[src/sv/lsps_pkg.sv]
package lsps_pkg;

	localparam int SENSOR_COUNT_DEF   = 13;
	localparam int CENTER_SLOT_DEF    = 6;
	localparam int GAIN_FRAC_BITS_DEF = 10;
	localparam int INTEGRAL_BITS_DEF  = 24;

	localparam int QUEUE_DEPTH = 4;
	localparam int QUEUE_AW    = $clog2(QUEUE_DEPTH);

	localparam int CFG_ADDR_W = 3;
	localparam int CFG_DATA_W = 20;

	localparam logic [CFG_ADDR_W-1:0] REG_THRESHOLD     = 3'd0;
	localparam logic [CFG_ADDR_W-1:0] REG_WHITE_LINE    = 3'd1;
	localparam logic [CFG_ADDR_W-1:0] REG_PROP_GAIN     = 3'd2;
	localparam logic [CFG_ADDR_W-1:0] REG_DERIV_GAIN    = 3'd3;
	localparam logic [CFG_ADDR_W-1:0] REG_INTEG_GAIN    = 3'd4;
	localparam logic [CFG_ADDR_W-1:0] REG_BASE_SPEED    = 3'd5;
	localparam logic [CFG_ADDR_W-1:0] REG_SPEED_FLOOR   = 3'd6;
	localparam logic [CFG_ADDR_W-1:0] REG_SPEED_CEILING = 3'd7;

	localparam logic [9:0]  THRESHOLD_RST     = 10'd700;
	localparam logic        WHITE_LINE_RST    = 1'b1;
	localparam logic [19:0] PROP_GAIN_RST     = 20'd2048;
	localparam logic [19:0] DERIV_GAIN_RST    = 20'd71680;
	localparam logic [19:0] INTEG_GAIN_RST    = 20'd10;
	localparam logic [7:0]  BASE_SPEED_RST    = 8'd80;
	localparam logic [7:0]  SPEED_FLOOR_RST   = 8'd50;
	localparam logic [7:0]  SPEED_CEILING_RST = 8'd120;

	localparam logic [3:0] NO_HIT = 4'd15;

	typedef struct packed {
		logic [9:0]  threshold;
		logic        white_line;
		logic [19:0] prop_gain;
		logic [19:0] deriv_gain;
		logic [19:0] integ_gain;
		logic [7:0]  base_speed;
		logic [7:0]  speed_floor;
		logic [7:0]  speed_ceiling;
	} cfg_t;

	typedef struct packed {
		logic [3:0] first_hit;
		logic [3:0] hit_count;
	} scan_sum_t;

endpackage

[src/sv/line_sensor_pid_steering_core.sv]
// Line-sensor PID steering core. Takes one 10-bit sensor sample per clock on the
// input stream (slot in tdata, tlast on the last sample of a scan) and returns
// one steering result per scan: line found flag, position, error, saturated
// correction and clamped left/right wheel speeds. Samples are accepted every
// cycle; a four-entry queue of scan summaries sits between the scan tracker and
// the five-stage PID pipeline, so input stalls only when the result side holds
// off long enough for four scan summaries to back up behind the stalled pipeline.
// A summary passes the queue, s1 to s4 and the output register, one result per
// cycle leaving while m_axis_tready is high. Configuration registers are written
// through cfg_we/cfg_addr/cfg_data and must only change while the core is idle.
module line_sensor_pid_steering_core
	import lsps_pkg::*;
#(
	parameter int SENSOR_COUNT   = SENSOR_COUNT_DEF,
	parameter int CENTER_SLOT    = CENTER_SLOT_DEF,
	parameter int GAIN_FRAC_BITS = GAIN_FRAC_BITS_DEF,
	parameter int INTEGRAL_BITS  = INTEGRAL_BITS_DEF
) (
	input  logic                  clk,
	input  logic                  arst_n,
	input  logic                  cfg_we,
	input  logic [CFG_ADDR_W-1:0] cfg_addr,
	input  logic [CFG_DATA_W-1:0] cfg_data,
	input  logic                  s_axis_tvalid,
	output logic                  s_axis_tready,
	input  logic [15:0]           s_axis_tdata,  // sample[9:0], sensor_slot[13:10]
	input  logic                  s_axis_tlast,  // scan_end
	output logic                  m_axis_tvalid,
	input  logic                  m_axis_tready,
	// line_position[4:0], position_error[8:5], drive_correction[24:9],
	// left_speed[32:25], right_speed[40:33]
	output logic [47:0]           m_axis_tdata,
	output logic                  m_axis_tuser   // line_found
);

	cfg_t cfg_q;

	logic      push;
	scan_sum_t push_data;
	logic      q_full;
	logic      q_pop;
	scan_sum_t q_data;
	logic      q_empty;

	logic               line_found;
	logic signed [4:0]  line_position;
	logic signed [3:0]  position_error;
	logic signed [15:0] drive_correction;
	logic [7:0]         left_speed;
	logic [7:0]         right_speed;

	always_ff @(posedge clk or negedge arst_n) begin
		if (!arst_n) begin
			cfg_q.threshold     <= THRESHOLD_RST;
			cfg_q.white_line    <= WHITE_LINE_RST;
			cfg_q.prop_gain     <= PROP_GAIN_RST;
			cfg_q.deriv_gain    <= DERIV_GAIN_RST;
			cfg_q.integ_gain    <= INTEG_GAIN_RST;
			cfg_q.base_speed    <= BASE_SPEED_RST;
			cfg_q.speed_floor   <= SPEED_FLOOR_RST;
			cfg_q.speed_ceiling <= SPEED_CEILING_RST;
		end else if (cfg_we) begin
			unique case (cfg_addr)
				REG_THRESHOLD:     cfg_q.threshold     <= cfg_data[9:0];
				REG_WHITE_LINE:    cfg_q.white_line    <= cfg_data[0];
				REG_PROP_GAIN:     cfg_q.prop_gain     <= cfg_data;
				REG_DERIV_GAIN:    cfg_q.deriv_gain    <= cfg_data;
				REG_INTEG_GAIN:    cfg_q.integ_gain    <= cfg_data;
				REG_BASE_SPEED:    cfg_q.base_speed    <= cfg_data[7:0];
				REG_SPEED_FLOOR:   cfg_q.speed_floor   <= cfg_data[7:0];
				REG_SPEED_CEILING: cfg_q.speed_ceiling <= cfg_data[7:0];
				default:           cfg_q               <= cfg_q;
			endcase
		end
	end

	lsps_front #(
		.SENSOR_COUNT(SENSOR_COUNT)
	) u_front (
		.clk        (clk),
		.arst_n     (arst_n),
		.cfg        (cfg_q),
		.in_valid   (s_axis_tvalid),
		.in_ready   (s_axis_tready),
		.sample     (s_axis_tdata[9:0]),
		.sensor_slot(s_axis_tdata[13:10]),
		.scan_end   (s_axis_tlast),
		.push       (push),
		.push_data  (push_data),
		.q_full     (q_full)
	);

	lsps_queue u_queue (
		.clk      (clk),
		.arst_n   (arst_n),
		.push     (push),
		.push_data(push_data),
		.full     (q_full),
		.pop      (q_pop),
		.pop_data (q_data),
		.empty    (q_empty)
	);

	lsps_back #(
		.SENSOR_COUNT  (SENSOR_COUNT),
		.CENTER_SLOT   (CENTER_SLOT),
		.GAIN_FRAC_BITS(GAIN_FRAC_BITS),
		.INTEGRAL_BITS (INTEGRAL_BITS)
	) u_back (
		.clk             (clk),
		.arst_n          (arst_n),
		.cfg             (cfg_q),
		.q_empty         (q_empty),
		.q_data          (q_data),
		.q_pop           (q_pop),
		.out_valid       (m_axis_tvalid),
		.out_ready       (m_axis_tready),
		.line_found      (line_found),
		.line_position   (line_position),
		.position_error  (position_error),
		.drive_correction(drive_correction),
		.left_speed      (left_speed),
		.right_speed     (right_speed)
	);

	assign m_axis_tuser = line_found;
	assign m_axis_tdata = {7'd0, right_speed, left_speed, drive_correction,
	                       position_error, line_position};

endmodule

[src/sv/lsps_queue.sv]
module lsps_queue
	import lsps_pkg::*;
(
	input  logic      clk,
	input  logic      arst_n,
	input  logic      push,
	input  scan_sum_t push_data,
	output logic      full,
	input  logic      pop,
	output scan_sum_t pop_data,
	output logic      empty
);

	scan_sum_t           mem_q [QUEUE_DEPTH];
	logic [QUEUE_AW-1:0] wr_ptr_q;
	logic [QUEUE_AW-1:0] rd_ptr_q;
	logic [QUEUE_AW:0]   count_q;

	logic do_push;
	logic do_pop;

	assign full     = count_q == (QUEUE_AW+1)'(QUEUE_DEPTH);
	assign empty    = count_q == '0;
	assign do_push  = push && !full;
	assign do_pop   = pop && !empty;
	assign pop_data = mem_q[rd_ptr_q];

	always_ff @(posedge clk) begin
		if (do_push) begin
			mem_q[wr_ptr_q] <= push_data;
		end
	end

	always_ff @(posedge clk or negedge arst_n) begin
		if (!arst_n) begin
			wr_ptr_q <= '0;
			rd_ptr_q <= '0;
			count_q  <= '0;
		end else begin
			if (do_push) begin
				wr_ptr_q <= wr_ptr_q + 1'b1;
			end
			if (do_pop) begin
				rd_ptr_q <= rd_ptr_q + 1'b1;
			end
			case ({do_push, do_pop})
				2'b10:   count_q <= count_q + 1'b1;
				2'b01:   count_q <= count_q - 1'b1;
				default: count_q <= count_q;
			endcase
		end
	end

`ifndef SYNTHESIS
	a_count_bound: assert property (@(posedge clk) disable iff (!arst_n)
		count_q <= (QUEUE_AW+1)'(QUEUE_DEPTH))
		else $error("queue count above depth");
	a_ptr_gap: assert property (@(posedge clk) disable iff (!arst_n)
		(wr_ptr_q - rd_ptr_q) == count_q[QUEUE_AW-1:0])
		else $error("queue pointers disagree with count");
`endif

endmodule

[src/sv/lsps_front.sv]
module lsps_front
	import lsps_pkg::*;
#(
	parameter int SENSOR_COUNT = SENSOR_COUNT_DEF
) (
	input  logic       clk,
	input  logic       arst_n,
	input  cfg_t       cfg,
	input  logic       in_valid,
	output logic       in_ready,
	input  logic [9:0] sample,
	input  logic [3:0] sensor_slot,
	input  logic       scan_end,
	output logic       push,
	output scan_sum_t  push_data,
	input  logic       q_full
);

	logic [3:0] first_hit_q;
	logic [3:0] hit_count_q;

	logic       accept;
	logic       hit;
	logic [3:0] first_nx;
	logic [3:0] count_nx;

	assign in_ready = !q_full;
	assign accept   = in_valid && in_ready;
	assign hit      = (sensor_slot < 4'(SENSOR_COUNT))
	                  && ((sample <= cfg.threshold) == cfg.white_line);

	always_comb begin
		first_nx = first_hit_q;
		count_nx = hit_count_q;
		if (hit) begin
			if (hit_count_q == '0 || sensor_slot < first_hit_q) begin
				first_nx = sensor_slot;
			end
			if (hit_count_q != 4'd15) begin
				count_nx = hit_count_q + 4'd1;
			end
		end
	end

	assign push                = accept && scan_end;
	assign push_data.first_hit = first_nx;
	assign push_data.hit_count = count_nx;

	always_ff @(posedge clk or negedge arst_n) begin
		if (!arst_n) begin
			first_hit_q <= NO_HIT;
			hit_count_q <= '0;
		end else if (accept) begin
			if (scan_end) begin
				first_hit_q <= NO_HIT;
				hit_count_q <= '0;
			end else begin
				first_hit_q <= first_nx;
				hit_count_q <= count_nx;
			end
		end
	end

`ifndef SYNTHESIS
	a_empty_scan: assert property (@(posedge clk) disable iff (!arst_n)
		hit_count_q == '0 |-> first_hit_q == NO_HIT)
		else $error("scan tracker holds a first hit without hits");
`endif

endmodule

[src/sv/lsps_back.sv]
module lsps_back
	import lsps_pkg::*;
#(
	parameter int SENSOR_COUNT   = SENSOR_COUNT_DEF,
	parameter int CENTER_SLOT    = CENTER_SLOT_DEF,
	parameter int GAIN_FRAC_BITS = GAIN_FRAC_BITS_DEF,
	parameter int INTEGRAL_BITS  = INTEGRAL_BITS_DEF
) (
	input  logic               clk,
	input  logic               arst_n,
	input  cfg_t               cfg,
	input  logic               q_empty,
	input  scan_sum_t          q_data,
	output logic               q_pop,
	output logic               out_valid,
	input  logic               out_ready,
	output logic               line_found,
	output logic signed [4:0]  line_position,
	output logic signed [3:0]  position_error,
	output logic signed [15:0] drive_correction,
	output logic [7:0]         left_speed,
	output logic [7:0]         right_speed
);

	localparam int IB    = INTEGRAL_BITS;
	localparam int P_W   = 26;
	localparam int D_W   = 28;
	localparam int I_W   = IB + 21;
	localparam int ACC_W = IB + 26;
	localparam int SH_W  = ACC_W - GAIN_FRAC_BITS;

	localparam logic [4:0]  POS_MAX = 5'(SENSOR_COUNT - 1);
	localparam logic [5:0]  CENTER  = 6'(CENTER_SLOT);
	localparam logic [ACC_W-1:0] RND = ACC_W'((64'd1 << GAIN_FRAC_BITS) - 64'd1);
	localparam logic signed [IB-1:0] I_MAX = {1'b0, {(IB-1){1'b1}}};
	localparam logic signed [IB-1:0] I_MIN = {1'b1, {(IB-1){1'b0}}};
	localparam logic signed [SH_W-1:0] C_MAX = SH_W'(32767);
	localparam logic signed [SH_W-1:0] C_MIN = -SH_W'(32768);

	logic en;

	logic signed [4:0]    prev_error_q;
	logic signed [IB-1:0] integ_q;

	// s1: position, error, integral
	logic                 found_c;
	logic [4:0]           pos_raw;
	logic [4:0]           pos_c;
	logic signed [5:0]    err6;
	logic signed [4:0]    err_c;
	logic signed [6:0]    derr_c;
	logic signed [IB:0]   isum;
	logic signed [IB-1:0] integ_nx;

	logic                 v_s1, found_s1;
	logic signed [4:0]    pos_s1, err_s1;
	logic signed [6:0]    derr_s1;
	logic signed [IB-1:0] integ_s1;

	// s2: products
	logic signed [P_W-1:0] p_c;
	logic signed [D_W-1:0] d_c;
	logic signed [I_W-1:0] i_c;
	logic                  v_s2, found_s2;
	logic signed [4:0]     pos_s2, err_s2;
	logic signed [P_W-1:0] p_s2;
	logic signed [D_W-1:0] d_s2;
	logic signed [I_W-1:0] i_s2;

	// s3: sum
	logic                    v_s3, found_s3;
	logic signed [4:0]       pos_s3, err_s3;
	logic signed [ACC_W-1:0] acc_s3;

	// s4: truncate and saturate
	logic [ACC_W-1:0]       acc_adj;
	logic signed [SH_W-1:0] sh;
	logic signed [15:0]     corr_c;
	logic signed [3:0]      err_sat;
	logic                   v_s4, found_s4;
	logic signed [4:0]      pos_s4;
	logic signed [3:0]      err_s4;
	logic signed [15:0]     corr_s4;

	// output: wheel speeds
	logic signed [17:0] base_ext;
	logic signed [17:0] left_raw;
	logic signed [17:0] right_raw;
	logic [7:0]         left_c;
	logic [7:0]         right_c;

	function automatic logic [7:0] clamp_speed(logic signed [17:0] v, logic [7:0] lo,
	                                           logic [7:0] hi);
		logic [7:0] r;
		if (v > $signed({10'd0, hi})) begin
			r = hi;
		end else if (v < $signed({10'd0, lo})) begin
			r = lo;
		end else begin
			r = v[7:0];
		end
		return r;
	endfunction

	assign en    = !out_valid || out_ready;
	assign q_pop = en && !q_empty;

	always_comb begin
		found_c = q_data.hit_count != '0;
		pos_raw = {1'b0, q_data.first_hit} + {2'b00, q_data.hit_count[3:1]};
		if (!found_c) begin
			pos_c = 5'h1f;
		end else if (pos_raw > POS_MAX) begin
			pos_c = POS_MAX;
		end else begin
			pos_c = pos_raw;
		end
		err6   = $signed(CENTER) - $signed({pos_c[4], pos_c});
		err_c  = err6[4:0];
		derr_c = $signed({{2{err_c[4]}}, err_c}) - $signed({{2{prev_error_q[4]}}, prev_error_q});
		isum   = $signed({integ_q[IB-1], integ_q}) + $signed({{(IB-4){err_c[4]}}, err_c});
		if (!found_c) begin
			integ_nx = integ_q;
		end else if (isum[IB] != isum[IB-1]) begin
			integ_nx = isum[IB] ? I_MIN : I_MAX;
		end else begin
			integ_nx = isum[IB-1:0];
		end
	end

	always_ff @(posedge clk or negedge arst_n) begin
		if (!arst_n) begin
			prev_error_q <= '0;
			integ_q      <= '0;
		end else if (q_pop) begin
			prev_error_q <= err_c;
			integ_q      <= integ_nx;
		end
	end

	assign p_c = $signed({1'b0, cfg.prop_gain}) * err_s1;
	assign d_c = $signed({1'b0, cfg.deriv_gain}) * derr_s1;
	assign i_c = $signed({1'b0, cfg.integ_gain}) * integ_s1;

	assign acc_adj = acc_s3 + (acc_s3[ACC_W-1] ? RND : '0);
	assign sh      = acc_adj[ACC_W-1:GAIN_FRAC_BITS];

	always_comb begin
		if (!found_s3) begin
			corr_c = '0;
		end else if (sh > C_MAX) begin
			corr_c = 16'sh7fff;
		end else if (sh < C_MIN) begin
			corr_c = 16'sh8000;
		end else begin
			corr_c = sh[15:0];
		end
		if (err_s3 > 5'sd7) begin
			err_sat = 4'sd7;
		end else if (err_s3 < -5'sd8) begin
			err_sat = -4'sd8;
		end else begin
			err_sat = err_s3[3:0];
		end
	end

	assign base_ext  = $signed({10'd0, cfg.base_speed});
	assign left_raw  = base_ext - $signed({{2{corr_s4[15]}}, corr_s4});
	assign right_raw = base_ext + $signed({{2{corr_s4[15]}}, corr_s4});
	assign left_c    = clamp_speed(left_raw, cfg.speed_floor, cfg.speed_ceiling);
	assign right_c   = clamp_speed(right_raw, cfg.speed_floor, cfg.speed_ceiling);

	always_ff @(posedge clk or negedge arst_n) begin
		if (!arst_n) begin
			v_s1      <= 1'b0;
			v_s2      <= 1'b0;
			v_s3      <= 1'b0;
			v_s4      <= 1'b0;
			out_valid <= 1'b0;
		end else if (en) begin
			v_s1      <= q_pop;
			v_s2      <= v_s1;
			v_s3      <= v_s2;
			v_s4      <= v_s3;
			out_valid <= v_s4;
		end
	end

	always_ff @(posedge clk) begin
		if (en) begin
			found_s1 <= found_c;
			pos_s1   <= pos_c;
			err_s1   <= err_c;
			derr_s1  <= derr_c;
			integ_s1 <= integ_nx;

			found_s2 <= found_s1;
			pos_s2   <= pos_s1;
			err_s2   <= err_s1;
			p_s2     <= p_c;
			d_s2     <= d_c;
			i_s2     <= i_c;

			found_s3 <= found_s2;
			pos_s3   <= pos_s2;
			err_s3   <= err_s2;
			acc_s3   <= ACC_W'(p_s2) + ACC_W'(d_s2) + ACC_W'(i_s2);

			found_s4 <= found_s3;
			pos_s4   <= pos_s3;
			err_s4   <= err_sat;
			corr_s4  <= corr_c;

			line_found       <= found_s4;
			line_position    <= pos_s4;
			position_error   <= err_s4;
			drive_correction <= corr_s4;
			left_speed       <= left_c;
			right_speed      <= right_c;
		end
	end

`ifndef SYNTHESIS
	a_no_line_out: assert property (@(posedge clk) disable iff (!arst_n)
		out_valid && !line_found |-> drive_correction == '0 && line_position == -5'sd1)
		else $error("no-line result carries a correction or position");
	a_integ_hold: assert property (@(posedge clk) disable iff (!arst_n)
		q_pop && !found_c |=> $stable(integ_q))
		else $error("integral moved on a scan without a line");
`endif

endmodule

[config.mk]
export PLATFORM = sky130hd
export DESIGN_NAME = line_sensor_pid_steering_core
export DESIGN_NICKNAME = d
export VERILOG_FILES = /design/src/sv/lsps_pkg.sv /design/src/sv/line_sensor_pid_steering_core.sv /design/src/sv/lsps_queue.sv /design/src/sv/lsps_front.sv /design/src/sv/lsps_back.sv
export SDC_FILE = /design/constraint.sdc
export NUM_CORES = 2
export LEC_CHECK = 0
export BUFFER_PORTS_ARGS = -buffer_cell sky130_fd_sc_hd__buf_2
export CAP_MARGIN = 20
export CORE_MARGIN = 1
export CORE_UTILIZATION = 30
export CTS_BUF_LIST = sky130_fd_sc_hd__clkbuf_16
export DETAILED_ROUTE_END_ITERATION = 16
export PLACE_DENSITY = 0.41
export SLEW_MARGIN = 25
export SYNTH_ARGS = -nofsm -noshare
export SYNTH_HDL_FRONTEND = slang
export SYNTH_HIERARCHICAL = 1
export SYNTH_SLANG_ARGS = --single-unit
[constraint.sdc]
create_clock -name clk -period 11.29 [get_ports clk]
set_input_delay 3.387 -clock clk [delete_from_list [all_inputs] [get_ports clk]]
set_output_delay 3.387 -clock clk [all_outputs]
set_load 0.01 [all_outputs]
==> run_results.csv <==
group,metric,value,unit
timing,setup_viol,0,
critical_path,cp_cell_sequence,"and2_1, fa_1, fa_1, inv_1, fa_1, inv_1, fa_1, fa_1, fa_1, inv_1, fa_1, inv_1, ha_1, and4_1, nand3_1, nor2_1, o2111ai_1, a21oi_1, o31ai_1, a21oi_1, o21ai_0, nor2b_1, xnor2_1",
worst_hold_path,holdPathStages,0,
critical_path,r2r-start,"u_back/integ_s1[14]",
clocking,post_cts_resized,0,
global_routing,first_global_vias,35000,
synth,yosys.area.top_type,"fa_1",
cells_and_area,area_growth,9.91,%
synth,yosysUniqueCellTypes,110,
clocking,tritoncts,"yes",
placed_design,routabilityCongestion,0.797,
placed_design,placedCellCount,6888,
die,die-width,406,um
critical_path,end_kind,"flop",
cells_and_area,nFillCells,16700,
synth,yosys-top-cells-area,"fa_1 (27%), edfxtp_1 (19%), ha_1 (9.8%)",
timing,finalClockSkew,29.9,ps
global_routing,grt_pass1_wl,205000,um
timing,hold_violations,0,
routing,wl_per_cell,18.4,um
critical_path,startpoint_type,"flop",
synth,ys_async_sr_fraction,0.321,
synth,synth_edf_count,304,
routing,firstDrtPassIters,5,
critical_path,cp_common_cell,"fa_1",
critical_path,path_delay_family,"adder cells",
timing,drv_slew,0,
critical_path,rrSetupSlack,3160,ps
flow_run,maxCapViolCount,0,
routing,wl,129000,um
critical_path,r2r-end,"u_back/i_s2[40]",
cells_and_area,multi_input_area,32400,sq um
critical_path,critPathBufInv,4,
synth,synth_seq_cells,448,
critical_path,crit_fanout,20,
synth,synth_commonest_cells,"inv_1 (820), fa_1 (671), nand2_1 (453), ha_1 (382), and2_1 (376)",
critical_path,worstPathRequired,11700,ps
synth,ys.flop_type,"edfxtp_1",
critical_path,worstPathArrival,8540,ps
routing,drt-vias-per-instance,4.63,
worst_hold_path,min_to,"u_back/line_position[0]",
critical_path,slowest_stage,"edfxtp_1",
die,pin_count,96,
clocking,cts-root-buf,"clkbuf_16",
die,dieArea,165000,sq um
cells_and_area,final_area,53700,sq um
synth,synth_area,48900,sq um
routing,num_vias,32400,
clocking,cts_made_buffers,57,
global_routing,antenna_found_initial,9,
synth,yosysSeqAreaShare,0.261,
synth,synth_warnings,6,
die,start_util,0.303,
die,die_y,406,um
clocking,clkSinkCount,448,
critical_path,critical_path.max_stage_delay,1090,ps
clocking,clkLatencyLatePin,670,ps
critical_path,critical_path_class,"flop to flop",
worst_hold_path,min_path_type,"flop to flop",
clocking,postCtsHoldBufs,0,
routing,drtIter0Drc,1621,
synth,netlist_instances,4753,
clocking,clk_path_buf_depth,3,
timing,tightest_slew,1120,ps
placed_design,placed_area,51700,sq um
synth,synth_top_area_frac,0.275,
timing,min_period,8130,ps
die,rows,147,
placed_design,dpl.hpwl,99200,um
global_routing,grt_max_degree,138,
routing,ant_nets,0,
synth,yosysMostFrequentCell,"inv_1",
placed_design,place.port_buffers,86,
timing,rsz0062_at_grt,"no",
global_routing,grt_usage,0.161,
timing,fmax,123,MHz
clocking,clkTransAtPathRegs,70,ps
routing,drc_errors,0,
critical_path,rr_worst_depth,23,
timing,period_share,0.720,
cells_and_area,fin_cells,6998,
cells_and_area,register_area,12800,sq um
clocking,htreeDepth,2,
worst_hold_path,min_from,"u_back/pos_s4[0]",
global_routing,gr-total-overflow,0,
synth,syn_area_per_cell,10.3,sq um
cells_and_area,nets,5888,
die,core_region_area,161000,sq um
clocking,postCtsSetupRepairBufs,0,
timing,finalSetupTns,0,ps
timing,slew-limit-headroom,0.253,
cells_and_area,final_layout_size_suffix_gt1_frac,0.0914,
outcome,outcome,"finished clean",
-- how the worst max path moves through the flow --
stage	start	to	slack [ps]	cells past startpoint
after floorplan	m_axis_tready	u_queue/count_q[2]	1650	11
after global placement	cfg_q[28]	u_back/i_s2[42]	3130	23
after detailed placement	cfg_q[28]	u_back/i_s2[43]	3060	24
after CTS	cfg_q[28]	u_back/i_s2[43]	3080	24
after global routing	u_back/integ_s1[11]	u_back/i_s2[43]	2850	24
final	u_back/integ_s1[14]	u_back/i_s2[40]	3160	23
-- logic make-up (layout without fill, tap and decap cells) --
family                     after synthesis  in the layout  synth area share
and+or+nand+nor                       1315           1315             0.137
other                                    1              9         0.0000767
muxes                                  119            119            0.0292
xor gates and xnor gates               178            178            0.0319
adders and majority gates             1055           1055             0.373
buffers and inverters                  983           1060            0.0775
DFF                                    448            448             0.261
AOI/OAI and AO/OA                      654            654            0.0900
-- routing by layer --
layer / vias to the layer above / share of wire / global-route usage
met3: 110 / 0.030 / 0.0182
li1: 15500 / - / -
met2: 396 / 0.48 / 0.274
met4: 0 / 0.017 / 0.0310
met5: - / 0 / 0
met1: 16400 / 0.48 / 0.220
-- layout make-up --
| cell class | count | area share |
|---|---|---|
| clock inverter | 47 | 0.00924 |
| sequential | 448 | 0.238 |
| tap | 2160 | 0.0503 |
| inverter | 822 | 0.0575 |
| antenna | 2 | 0.0000931 |
| multi-input combinational | 3328 | 0.602 |
| clock buffer | 58 | 0.0270 |
| timing repair buffer | 133 | 0.0158 |
-- per-stage QoR --
step | utilization | hold slack (ps) | setup WS [ps]
4_1_cts | 0.333 | 409 | 3080
3_3_place_gp | 0.321 | 404 | 3130
6_report | 0.334 | 409 | 3160
2_1_floorplan | - | 400 | 1650
5_1_grt | 0.334 | 415 | 2850
3_5_place_dp | 0.321 | 405 | 3060
-- state kept, by name, summed over array words and instances (netlist names), 6 cells and up --
name,cells
cfg_q,95
u_back/acc_s3,46
u_back/i_s2,45
u_queue/mem_q,32
u_back/d_s2,27
u_back/p_s2,26
u_back/integ_q,24
u_back/integ_s1,24
u_back/corr_s4,16
u_back/drive_correction,16
u_back/left_speed,8
u_back/right_speed,8
u_back/derr_s1,6
-- cells in the final DEF (no fill, tap or decap), types with 16 or more instances in the layout --
cell type,n
inv_1,821
fa_1,671
nand2_1,453
ha_1,382
and2_1,376
edfxtp_1,304
a21oi_1,202
nor2_1,163
xnor2_1,133
dfrtp_1,114
o21ai_0,113
mux2_2,102
buf_2,85
a21o_1,81
nand3_1,64
nand2b_1,62
clkbuf_16,58
xor2_1,45
buf_4,42
nor2b_1,36
o21a_1,33
and3_1,32
nor3_1,31
o211ai_1,27
dfstp_2,26
nand4_1,24
a211oi_1,21
or3_1,18
o21bai_1,17
a31oi_1,16
Power is left out: the tool's default activity adds up to more than one toggle a clock period on the data nets, which glitch-free logic cannot reach.
